--- config.mk ---
export PLATFORM = sky130hd
export DESIGN_NAME = url_percent_codec
export DESIGN_NICKNAME = d
export VERILOG_FILES = /design/src/hw/rtl/upc_pkg.sv /design/src/hw/rtl/upc_front.sv /design/src/hw/rtl/upc_queue.sv /design/src/hw/rtl/upc_back.sv /design/src/hw/rtl/url_percent_codec.sv
export SDC_FILE = /design/constraint.sdc
export NUM_CORES = 1
export LEC_CHECK = 0
export ABC_AREA = 1
export BUFFER_PORTS_ARGS = -buffer_cell sky130_fd_sc_hd__buf_2
export CAP_MARGIN = 10
export CELL_PAD_IN_SITES_DETAIL_PLACEMENT = 1
export CELL_PAD_IN_SITES_GLOBAL_PLACEMENT = 2
export CORE_MARGIN = 1.5
export CORE_UTILIZATION = 38
export DETAILED_ROUTE_END_ITERATION = 8
export PLACE_DENSITY = 0.87
export SETUP_SLACK_MARGIN = 0.3
export SLEW_MARGIN = 20
export SYNTH_ARGS = -nofsm -noshare
export SYNTH_HDL_FRONTEND = slang
export SYNTH_SLANG_ARGS = --single-unit
--- constraint.sdc ---
create_clock -name clk -period 3.1 [get_ports clk]
set_input_delay 0.155 -clock clk [delete_from_list [all_inputs] [get_ports clk]]
set_output_delay 0.155 -clock clk [all_outputs]
set_load 0.05 [all_outputs]
--- src/hw/rtl/upc_pkg.sv ---
// Shared types, constants and character helpers for the URL percent codec.
// Used by upc_front, upc_queue, upc_back and url_percent_codec; no dependencies.
package upc_pkg;

  localparam int QDEPTH = 4;
  localparam int QPTR_W = $clog2(QDEPTH);
  localparam int QCNT_W = $clog2(QDEPTH + 1);

  localparam logic [1:0] CMD_PASS = 2'd0;
  localparam logic [1:0] CMD_HEX  = 2'd1;
  localparam logic [1:0] CMD_BAD  = 2'd2;

  localparam logic [7:0] CH_PCT   = 8'h25;
  localparam logic [7:0] CH_PLUS  = 8'h2B;
  localparam logic [7:0] CH_TILDE = 8'h7E;
  localparam logic [7:0] CH_DASH  = 8'h2D;
  localparam logic [7:0] CH_USCR  = 8'h5F;
  localparam logic [7:0] CH_DOT   = 8'h2E;
  localparam logic [7:0] CH_SPACE = 8'h20;

  typedef struct packed {
    logic [1:0] kind;
    logic [7:0] data;
    logic       last;
  } cmd_t;

  typedef struct packed {
    logic full;
    logic empty;
  } q_stat_t;

  function automatic logic is_alnum(input logic [7:0] b);
    is_alnum = (b >= 8'h30 && b <= 8'h39) || (b >= 8'h41 && b <= 8'h5A) ||
               (b >= 8'h61 && b <= 8'h7A);
  endfunction

  // Bit 4 flags a valid hex digit; bits 3:0 carry its value.
  function automatic logic [4:0] hex_nibble(input logic [7:0] b);
    logic [7:0] v;
    v = 8'h00;
    if (b >= 8'h30 && b <= 8'h39) begin
      v = b - 8'h30;
      hex_nibble = {1'b1, v[3:0]};
    end else if (b >= 8'h41 && b <= 8'h46) begin
      v = b - 8'h37;
      hex_nibble = {1'b1, v[3:0]};
    end else if (b >= 8'h61 && b <= 8'h66) begin
      v = b - 8'h57;
      hex_nibble = {1'b1, v[3:0]};
    end else begin
      hex_nibble = 5'd0;
    end
  endfunction

  function automatic logic [7:0] hex_char(input logic [3:0] n);
    if (n < 4'd10) begin
      hex_char = 8'h30 + {4'd0, n};
    end else begin
      hex_char = 8'h37 + {4'd0, n};
    end
  endfunction

endpackage

--- src/hw/rtl/upc_front.sv ---
// Front end of the URL percent codec: holds the mode register and escape state,
// and classifies each accepted byte into a command for the queue. Uses upc_pkg.
module upc_front (
  input  logic          clk,
  input  logic          rst,
  input  logic          cfg_write,
  input  logic          cfg_data,
  input  logic          accept,
  input  logic [7:0]    in_byte,
  input  logic          msg_last,
  output logic          q_push,
  output upc_pkg::cmd_t q_cmd
);

  localparam logic [1:0] PH_IDLE  = 2'd0;
  localparam logic [1:0] PH_PCT   = 2'd1;
  localparam logic [1:0] PH_DIGIT = 2'd2;

  logic       decode_mode;
  logic [1:0] phase;
  logic [1:0] phase_next;
  logic [7:0] first_digit;
  logic       emit;
  logic [4:0] hi_nib;
  logic [4:0] lo_nib;
  logic       plain_emit;
  logic [7:0] plain_byte;
  logic       plain_pct;

  assign hi_nib = upc_pkg::hex_nibble(first_digit);
  assign lo_nib = upc_pkg::hex_nibble(in_byte);

  always_comb begin
    plain_emit = 1'b0;
    plain_byte = in_byte;
    plain_pct  = 1'b0;
    if (upc_pkg::is_alnum(in_byte) || in_byte == upc_pkg::CH_DASH ||
        in_byte == upc_pkg::CH_USCR || in_byte == upc_pkg::CH_DOT) begin
      plain_emit = 1'b1;
    end else if (in_byte == upc_pkg::CH_PLUS) begin
      plain_emit = 1'b1;
      plain_byte = upc_pkg::CH_SPACE;
    end else if (in_byte == upc_pkg::CH_PCT && !msg_last) begin
      plain_pct = 1'b1;
    end
  end

  always_comb begin
    emit        = 1'b0;
    q_cmd.kind  = upc_pkg::CMD_PASS;
    q_cmd.data  = in_byte;
    q_cmd.last  = msg_last;
    phase_next  = PH_IDLE;
    if (!decode_mode) begin
      emit = 1'b1;
      if (!(upc_pkg::is_alnum(in_byte) || in_byte == upc_pkg::CH_DASH ||
            in_byte == upc_pkg::CH_USCR || in_byte == upc_pkg::CH_TILDE ||
            in_byte == upc_pkg::CH_DOT)) begin
        q_cmd.kind = upc_pkg::CMD_HEX;
      end
    end else begin
      unique case (phase)
        PH_PCT: begin
          if (msg_last) begin
            emit       = plain_emit;
            q_cmd.data = plain_byte;
          end else begin
            phase_next = PH_DIGIT;
          end
        end
        PH_DIGIT: begin
          emit = 1'b1;
          if (hi_nib[4] && lo_nib[4]) begin
            q_cmd.data = {hi_nib[3:0], lo_nib[3:0]};
          end else begin
            q_cmd.kind = upc_pkg::CMD_BAD;
            q_cmd.data = 8'h00;
          end
        end
        default: begin
          emit       = plain_emit;
          q_cmd.data = plain_byte;
          if (plain_pct) begin
            phase_next = PH_PCT;
          end
        end
      endcase
    end
  end

  assign q_push = accept && emit;

  always_ff @(posedge clk) begin
    if (rst) begin
      decode_mode <= 1'b0;
      phase       <= PH_IDLE;
    end else if (cfg_write) begin
      decode_mode <= cfg_data;
      phase       <= PH_IDLE;
    end else if (accept) begin
      phase <= phase_next;
    end
  end

  always_ff @(posedge clk) begin
    if (accept && decode_mode && phase == PH_PCT && !msg_last) begin
      first_digit <= in_byte;
    end
  end

endmodule

--- src/hw/rtl/upc_queue.sv ---
// Short command queue between the front and back ends of the URL percent codec.
// Register-based ring of upc_pkg::QDEPTH entries. Uses upc_pkg.
module upc_queue (
  input  logic             clk,
  input  logic             rst,
  input  logic             push,
  input  upc_pkg::cmd_t    push_cmd,
  input  logic             pop,
  output upc_pkg::cmd_t    head,
  output upc_pkg::q_stat_t stat
);

  upc_pkg::cmd_t                  mem [upc_pkg::QDEPTH];
  logic [upc_pkg::QPTR_W-1:0]     wr_ptr;
  logic [upc_pkg::QPTR_W-1:0]     rd_ptr;
  logic [upc_pkg::QCNT_W-1:0]     count;
  logic                           do_push;
  logic                           do_pop;

  assign stat.full  = (count == upc_pkg::QCNT_W'(upc_pkg::QDEPTH));
  assign stat.empty = (count == '0);
  assign do_push    = push && !stat.full;
  assign do_pop     = pop && !stat.empty;
  assign head       = mem[rd_ptr];

  always_ff @(posedge clk) begin
    if (do_push) begin
      mem[wr_ptr] <= push_cmd;
    end
  end

  always_ff @(posedge clk) begin
    if (rst) begin
      wr_ptr <= '0;
      rd_ptr <= '0;
      count  <= '0;
    end else begin
      if (do_push) begin
        wr_ptr <= (wr_ptr == upc_pkg::QPTR_W'(upc_pkg::QDEPTH - 1)) ? '0 : wr_ptr + 1'b1;
      end
      if (do_pop) begin
        rd_ptr <= (rd_ptr == upc_pkg::QPTR_W'(upc_pkg::QDEPTH - 1)) ? '0 : rd_ptr + 1'b1;
      end
      if (do_push && !do_pop) begin
        count <= count + 1'b1;
      end else if (do_pop && !do_push) begin
        count <= count - 1'b1;
      end
    end
  end

endmodule

--- src/hw/rtl/upc_back.sv ---
// Back end of the URL percent codec: expands queued commands into result bytes
// and holds them in the output register until popped. Uses upc_pkg.
module upc_back (
  input  logic          clk,
  input  logic          rst,
  input  upc_pkg::cmd_t head,
  input  logic          q_empty,
  output logic          q_pop,
  input  logic          pop,
  output logic          empty,
  output logic [7:0]    out_byte,
  output logic          run_last,
  output logic          msg_end,
  output logic          bad_escape
);

  logic [1:0] idx;
  logic       out_valid;
  logic       load;
  logic       final_byte;
  logic [7:0] byte_sel;
  logic       bad_sel;

  always_comb begin
    byte_sel   = head.data;
    bad_sel    = 1'b0;
    final_byte = 1'b1;
    unique case (head.kind)
      upc_pkg::CMD_HEX: begin
        final_byte = (idx == 2'd2);
        unique case (idx)
          2'd0:    byte_sel = upc_pkg::CH_PCT;
          2'd1:    byte_sel = upc_pkg::hex_char(head.data[7:4]);
          default: byte_sel = upc_pkg::hex_char(head.data[3:0]);
        endcase
      end
      upc_pkg::CMD_BAD: begin
        byte_sel = 8'h00;
        bad_sel  = 1'b1;
      end
      default: begin
        byte_sel = head.data;
      end
    endcase
  end

  assign empty = !out_valid;
  assign load  = !q_empty && (!out_valid || pop);
  assign q_pop = load && final_byte;

  always_ff @(posedge clk) begin
    if (rst) begin
      out_valid <= 1'b0;
      idx       <= 2'd0;
    end else begin
      if (load) begin
        out_valid <= 1'b1;
        idx       <= final_byte ? 2'd0 : idx + 2'd1;
      end else if (pop) begin
        out_valid <= 1'b0;
      end
    end
  end

  always_ff @(posedge clk) begin
    if (load) begin
      out_byte   <= byte_sel;
      run_last   <= final_byte;
      msg_end    <= final_byte && head.last;
      bad_escape <= bad_sel;
    end
  end

endmodule

--- src/hw/rtl/url_percent_codec.sv ---
// Top level of the URL percent codec: front end, command queue and back end.
// Depends on upc_pkg, upc_front, upc_queue and upc_back.
//
// Usage: message bytes enter through a queue-style port (push, full, in_byte,
// msg_last); a byte is taken at an edge with push high and full low. Results
// leave through a queue-style port (empty, pop, out_byte, run_last, msg_end,
// bad_escape); the oldest result is shown while empty is low and leaves at an
// edge with pop high. The user sets the mode through cfg_valid/cfg_ready/
// cfg_data only while the block is idle, which the block does not enforce;
// a write also clears any pending escape. Each command passes the queue,
// then the single output register. Results leave at one byte per cycle
// while the receiver pops; an escaped byte in encode mode gives three result
// bytes, any other byte at most one. Input transfers continue each cycle
// while the four-entry command queue has room. Reset clears the mode to
// encode, the escape state, the queue and the output register. When the
// receiver stalls, the output holds, the queue fills and full rises.
module url_percent_codec (
  input  logic       clk,
  input  logic       rst,
  input  logic       cfg_valid,
  output logic       cfg_ready,
  input  logic       cfg_data,
  input  logic       push,
  output logic       full,
  input  logic [7:0] in_byte,
  input  logic       msg_last,
  output logic       empty,
  input  logic       pop,
  output logic [7:0] out_byte,
  output logic       run_last,
  output logic       msg_end,
  output logic       bad_escape
);

  upc_pkg::cmd_t    q_cmd;
  upc_pkg::cmd_t    q_head;
  upc_pkg::q_stat_t q_stat;
  logic             q_push;
  logic             q_pop;
  logic             accept;

  assign cfg_ready = 1'b1;
  assign full      = q_stat.full;
  assign accept    = push && !q_stat.full;

  upc_front u_front (
    .clk       (clk),
    .rst       (rst),
    .cfg_write (cfg_valid && cfg_ready),
    .cfg_data  (cfg_data),
    .accept    (accept),
    .in_byte   (in_byte),
    .msg_last  (msg_last),
    .q_push    (q_push),
    .q_cmd     (q_cmd)
  );

  upc_queue u_queue (
    .clk      (clk),
    .rst      (rst),
    .push     (q_push),
    .push_cmd (q_cmd),
    .pop      (q_pop),
    .head     (q_head),
    .stat     (q_stat)
  );

  upc_back u_back (
    .clk        (clk),
    .rst        (rst),
    .head       (q_head),
    .q_empty    (q_stat.empty),
    .q_pop      (q_pop),
    .pop        (pop),
    .empty      (empty),
    .out_byte   (out_byte),
    .run_last   (run_last),
    .msg_end    (msg_end),
    .bad_escape (bad_escape)
  );

  a_msg_end_closes_run: assert property (@(posedge clk) disable iff (rst)
    !empty && msg_end |-> run_last)
    else $error("msg_end shown on a result that does not close its run");

  a_bad_is_single: assert property (@(posedge clk) disable iff (rst)
    !empty && bad_escape |-> run_last && out_byte == 8'h00)
    else $error("bad escape result is not a single zero byte");

  a_no_push_when_full: assert property (@(posedge clk) disable iff (rst)
    q_stat.full |-> !q_push)
    else $error("command pushed into a full queue");

  a_pop_needs_entry: assert property (@(posedge clk) disable iff (rst)
    q_pop |-> !q_stat.empty)
    else $error("command popped from an empty queue");

endmodule

# == Yosys cells after proc, flatten, opt, wreduce, memory -nomap -nowiden ==
# Memory sizes are Yosys's and may differ from the RTL's. A register that Yosys moved wholly into a read port is not among the register bits.
# Cells that the tools add are included.
# classes
add_sub_neg,15
order_cmp,16
eq_ne,15
n_mux,45
n_reduce_logical,41
# ops
operator,n
$mux 8,7
$le 8x7->1 const B,6
$pmux 8 s2,3
$eq 8x6->1 const B,4
$ge 8x7->1 const B,4
$mux 5,6
$add 6x4->7 const A,4
$logic_and 1x1->1,22
$mux 2,10
$eq 8x7->1 const B,2
$ge 8x6->1 const B,2
$le 8x6->1 const B,2
$sub 4x3->4 const B,4
$mux 1,15
$eq 2x2->1 const B,5
$logic_or 1x1->1,8
$lt 4x4->1 const B,2
$sub 4x1->4 const B,2
$add 2x1->2 const B,3
$eq 2x1->1 const B,3
$logic_not 1->1,6
$mux 3,2
$pmux 2 s2,1
$reduce_bool 2->1,2
7 further kinds,7
# word_totals
ff_bits,32
mem_bits_rw,44
inputBits,15
output_inout_bits,14
word_cells,145
memories,1
# mem_list
name,depth,word_bits,rd,rd_ports_with_merged_regs,wr,line,source
u_queue.mem,4,11,1,1,1,upc_queue.sv:13,upc_pkg::cmd_t mem [upc_pkg::QDEPTH];

# == Longest topological paths before layout ==
# depth
depth_word,17
ltp_mapped,20
ltp_nobuf,20

# == By module ==
# From an unflattened synthesis, not the netlist that was laid out.
# hier_totals
hier_cells,488
area_unflattened_um2,4304.1
# by_module_without_submodules
module,instances,cells_each,area_each_um2,seq_area_each_um2
upc_queue,1,178,2172.1,1501.4
upc_front,1,182,1177.4,300.3
upc_back,1,124,933.4,390.4
url_percent_codec,1,4,21.3,0.0

# == Least setup slack after synthesis ==
# OpenSTA, ideal clock, no wires.
# synth_timing
kind,register to register
startpoint,reg (tool-made name)
endpoint,reg u_queue.count[1] (netlist bit)
setup_time_ps,120
t_arrival_ps,2357
required_time_ps,2980
slack_ps,623
path_stages_with_launch,17
n_path_buf,2
period_less_slack_ps,2477
cell_sequence,dfxtp_1 inv_2 buf_6 buf_6 nand2_1 a32oi_1 inv_1 ha_1 inv_1 nor2_1 nor2_1 inv_1 ha_1 inv_1 fa_1 o21ai_0 a21oi_1
# synth_rtl
element,line,source
to (signal assigned),upc_queue.sv:45,count <= count + 1'b1;
to (signal assigned),upc_queue.sv:47,count <= count - 1'b1;
to (decl),upc_queue.sv:16,logic [upc_pkg::QCNT_W-1:0] count;

==> results_dict.tcl <==
set metrics [dict create \
    insertion_delay_ps 330 \
    htreeDepth 3 \
    syn_to_final_growth_pct 13.3 \
    synth.yosys.seq_area_share_pct 50.5 \
    die-area_sq_mm 0.0121 \
    finalSetupViolations 0 \
    detail_route.wl_per_cell_um 15.9 \
    synthTopCellsByArea "edfxtp_1 (44%), nand2_1 (8.3%), dfxtp_1 (6.9%), ha_1 (6.3%), inv_1 (4.5%)" \
    power.leakage_nw 2.02 \
    grt_pass1_vias 3382 \
    gp_congestion 0.826 \
    fmax_mhz 400 \
    via_count 3308 \
    status "finished, final reports clean" \
    ys_ff_latch 78 \
    synth_edf_count 63 \
    end_kind "register" \
    overflow 0 \
    synth_nets 510 \
    yosysWarnings 0 \
    drt_iter0_drc 105 \
    fin_crit_ps 2500 \
    boundaryPins 29 \
    yosysTopAreaCell "edfxtp_1" \
    vias_per_cell 5.07 \
    syn_inst 472 \
    fp-row-count 38 \
    cts_tree "yes" \
    antenna_found_initial 0 \
    clk_path_buf_depth 2 \
    firstDrtPassIters 4 \
    grt_usage_pct 18.7 \
    min_path_type "input pin to register" \
    relSlewSlack_pct 28.9 \
    numCtsBuffers 9 \
    path_max_fanout 13 \
    grt_pass1_wl_um 16900 \
    crit_required_ps 3310 \
    drv_slew 0 \
    worst_slew_pin_slew_ps 1060 \
    avgSynthCellArea_sq_um 9.20 \
    finalCritPeriodShare_pct 80.7 \
    cellPowerDensity_mw_per_mm2 861 \
    finalSetupTns_ps 0 \
    final_antenna_net_count 0 \
    ir_drop_mv 0.608 \
    synth_cell_types 41 \
    dieHeight_um 110 \
    skew_ps 9.07 \
    finalHoldViolCount 0 \
    cts_sinks 78 \
    die_w_um 110 \
    synth.cell_area_sq_mm 0.00434 \
    critPathLaunchType "register" \
    dp_hpwl_um 7580 \
    crit_arrival_ps 2710 \
    antenna_cells 0 \
    critical_path_class "register to register" \
    core_area_sq_mm 0.0110 \
    path_clk_slew_ps 60 \
    maxCapViolCount 0 \
    yosys_most_used_dff "edfxtp_1" \
    async_reset_ff_share_pct 0 \
    rsz0062_at_grt "no" \
    grt_max_degree 15 \
    drc 0 \
    initial_utilization_pct 39.5 \
    final_common_cell "nand2_1" \
    synth_top_area_share_pct 43.6 \
    numPortBuffers 27 \
    cts_root_buffer "clkbuf_16" \
    layout-drive-gt1-share_pct 18.7 \
    nNetsFinal 546 \
    routed_wirelength_um 10400 \
    fin_ws_ps 598 \
    dp_slack_ps 365 \
    final_cell_mix "nand2_1 (96), edfxtp_1 (63), inv_1 (52)" \
]
## kinds of logic (layout without fill, tap and decap cells)
logic type      Yosys count  in the layout  synth area share [%]
fa+ha+maj                23             23                  6.80
buf+inv                  69            110                  7.18
flops                    78             78                  50.5
compound gates           73             73                  10.3
simple gates            225            225                  24.5
other cells               1              1                0.0864
xor+xnor                  3              3                 0.605
## per-stage QoR
| stage | cells | cell area [sq um] | utilization (%) | power [mW] | hold WS (ps) |
|---|---|---|---|---|---|
| after detailed placement | 635 | 4600 | 41.9 | 3.23 | 392 |
| after floorplan | 472 | 4340 | - | 2.83 | 227 |
| after global routing | 653 | 4920 | 44.8 | 4.54 | 66.0 |
| after CTS | 651 | 4890 | 44.5 | 4.25 | 46.8 |
| final | 653 | 4920 | 44.8 | 4.23 | 56.0 |
| after global placement | 635 | 4600 | 41.9 | 3.17 | 388 |
## path summary, 6_finish.rpt
check                   startpoint             endpoint  slack (ps)  depth (start not counted)
setup reg to reg          register     u_queue.count[1]         600                         14
hold reg to reg   u_front.phase[1]     u_front.phase[1]         490                          2
setup / recovery          register     u_queue.count[1]         600                         14
hold / removal            cfg_data  u_front.decode_mode          60                          3
## synth_stat cells, drive strengths merged, types with 3 or more instances
| library cell | instances |
|---|---|
| nor3 | 9 |
| nand4 | 12 |
| o31ai | 3 |
| dfxtp | 15 |
| o21ai | 33 |
| ha | 22 |
| nand2 | 111 |
| buf | 9 |
| edfxtp | 63 |
| nor2 | 50 |
| inv | 60 |
| a21oi | 19 |
| nand3 | 41 |
| o22ai | 4 |
## metal layers
layer	track usage [%]	vias to the layer above	wire length (um)
li1	-	1677	-
met1	23.1	1585	4740
met2	33.2	40	5300
met3	3.02	6	217
met4	6.12	0	100
met5	0	-	0
## repair_timing
item,CTS,global route
endpoints found under the setup margin,0,2
setup buffers,0,2
hold buffers,0,0
gates resized for setup,0,7
## final cells by class
cell class	instances	area, sq um
tap	140	175
clock inverter	1	5.00
sequential	78	2190
inverter	60	228
timing repair buffer	34	188
clock buffer	15	278
fill	1283	6070
multi-input combinational	325	1850
## critical path: stages (launching register included)
cell     delay, ps
dfxtp_1        330
inv_4          170
a21oi_1         90
a32oi_2        200
inv_1           70
ha_1           170
inv_1           80
nor2_2          60
nor2_2         160
inv_1           90
ha_1           200
inv_1          100
fa_1           430
o21ai_0        190
a21oi_1         60
## flip-flops by register name, summed over array words and instances, names as in the netlist, named ones only
signal and flops:
u_back.run_last 1, u_queue.rd_ptr 2, u_queue.mem 44, u_back.msg_end 1
u_front.phase 2, u_queue.wr_ptr 2, u_back.idx 2, u_queue.count 3
u_back.out_valid 1, u_back.out_byte 8, u_back.bad_escape 1, u_front.first_digit 8
u_front.decode_mode 1
## power by group
part	leakage (nW)	total [mW]	switching [mW]	internal, mW
Sequential	0.716	1.48	0.0786	1.40
Combinational	1.17	1.76	1.23	0.523
Clock	0.140	1.00	0.393	0.608
Total	2.02	4.23	1.71	2.53
Power figures use the tool's default switching activity.
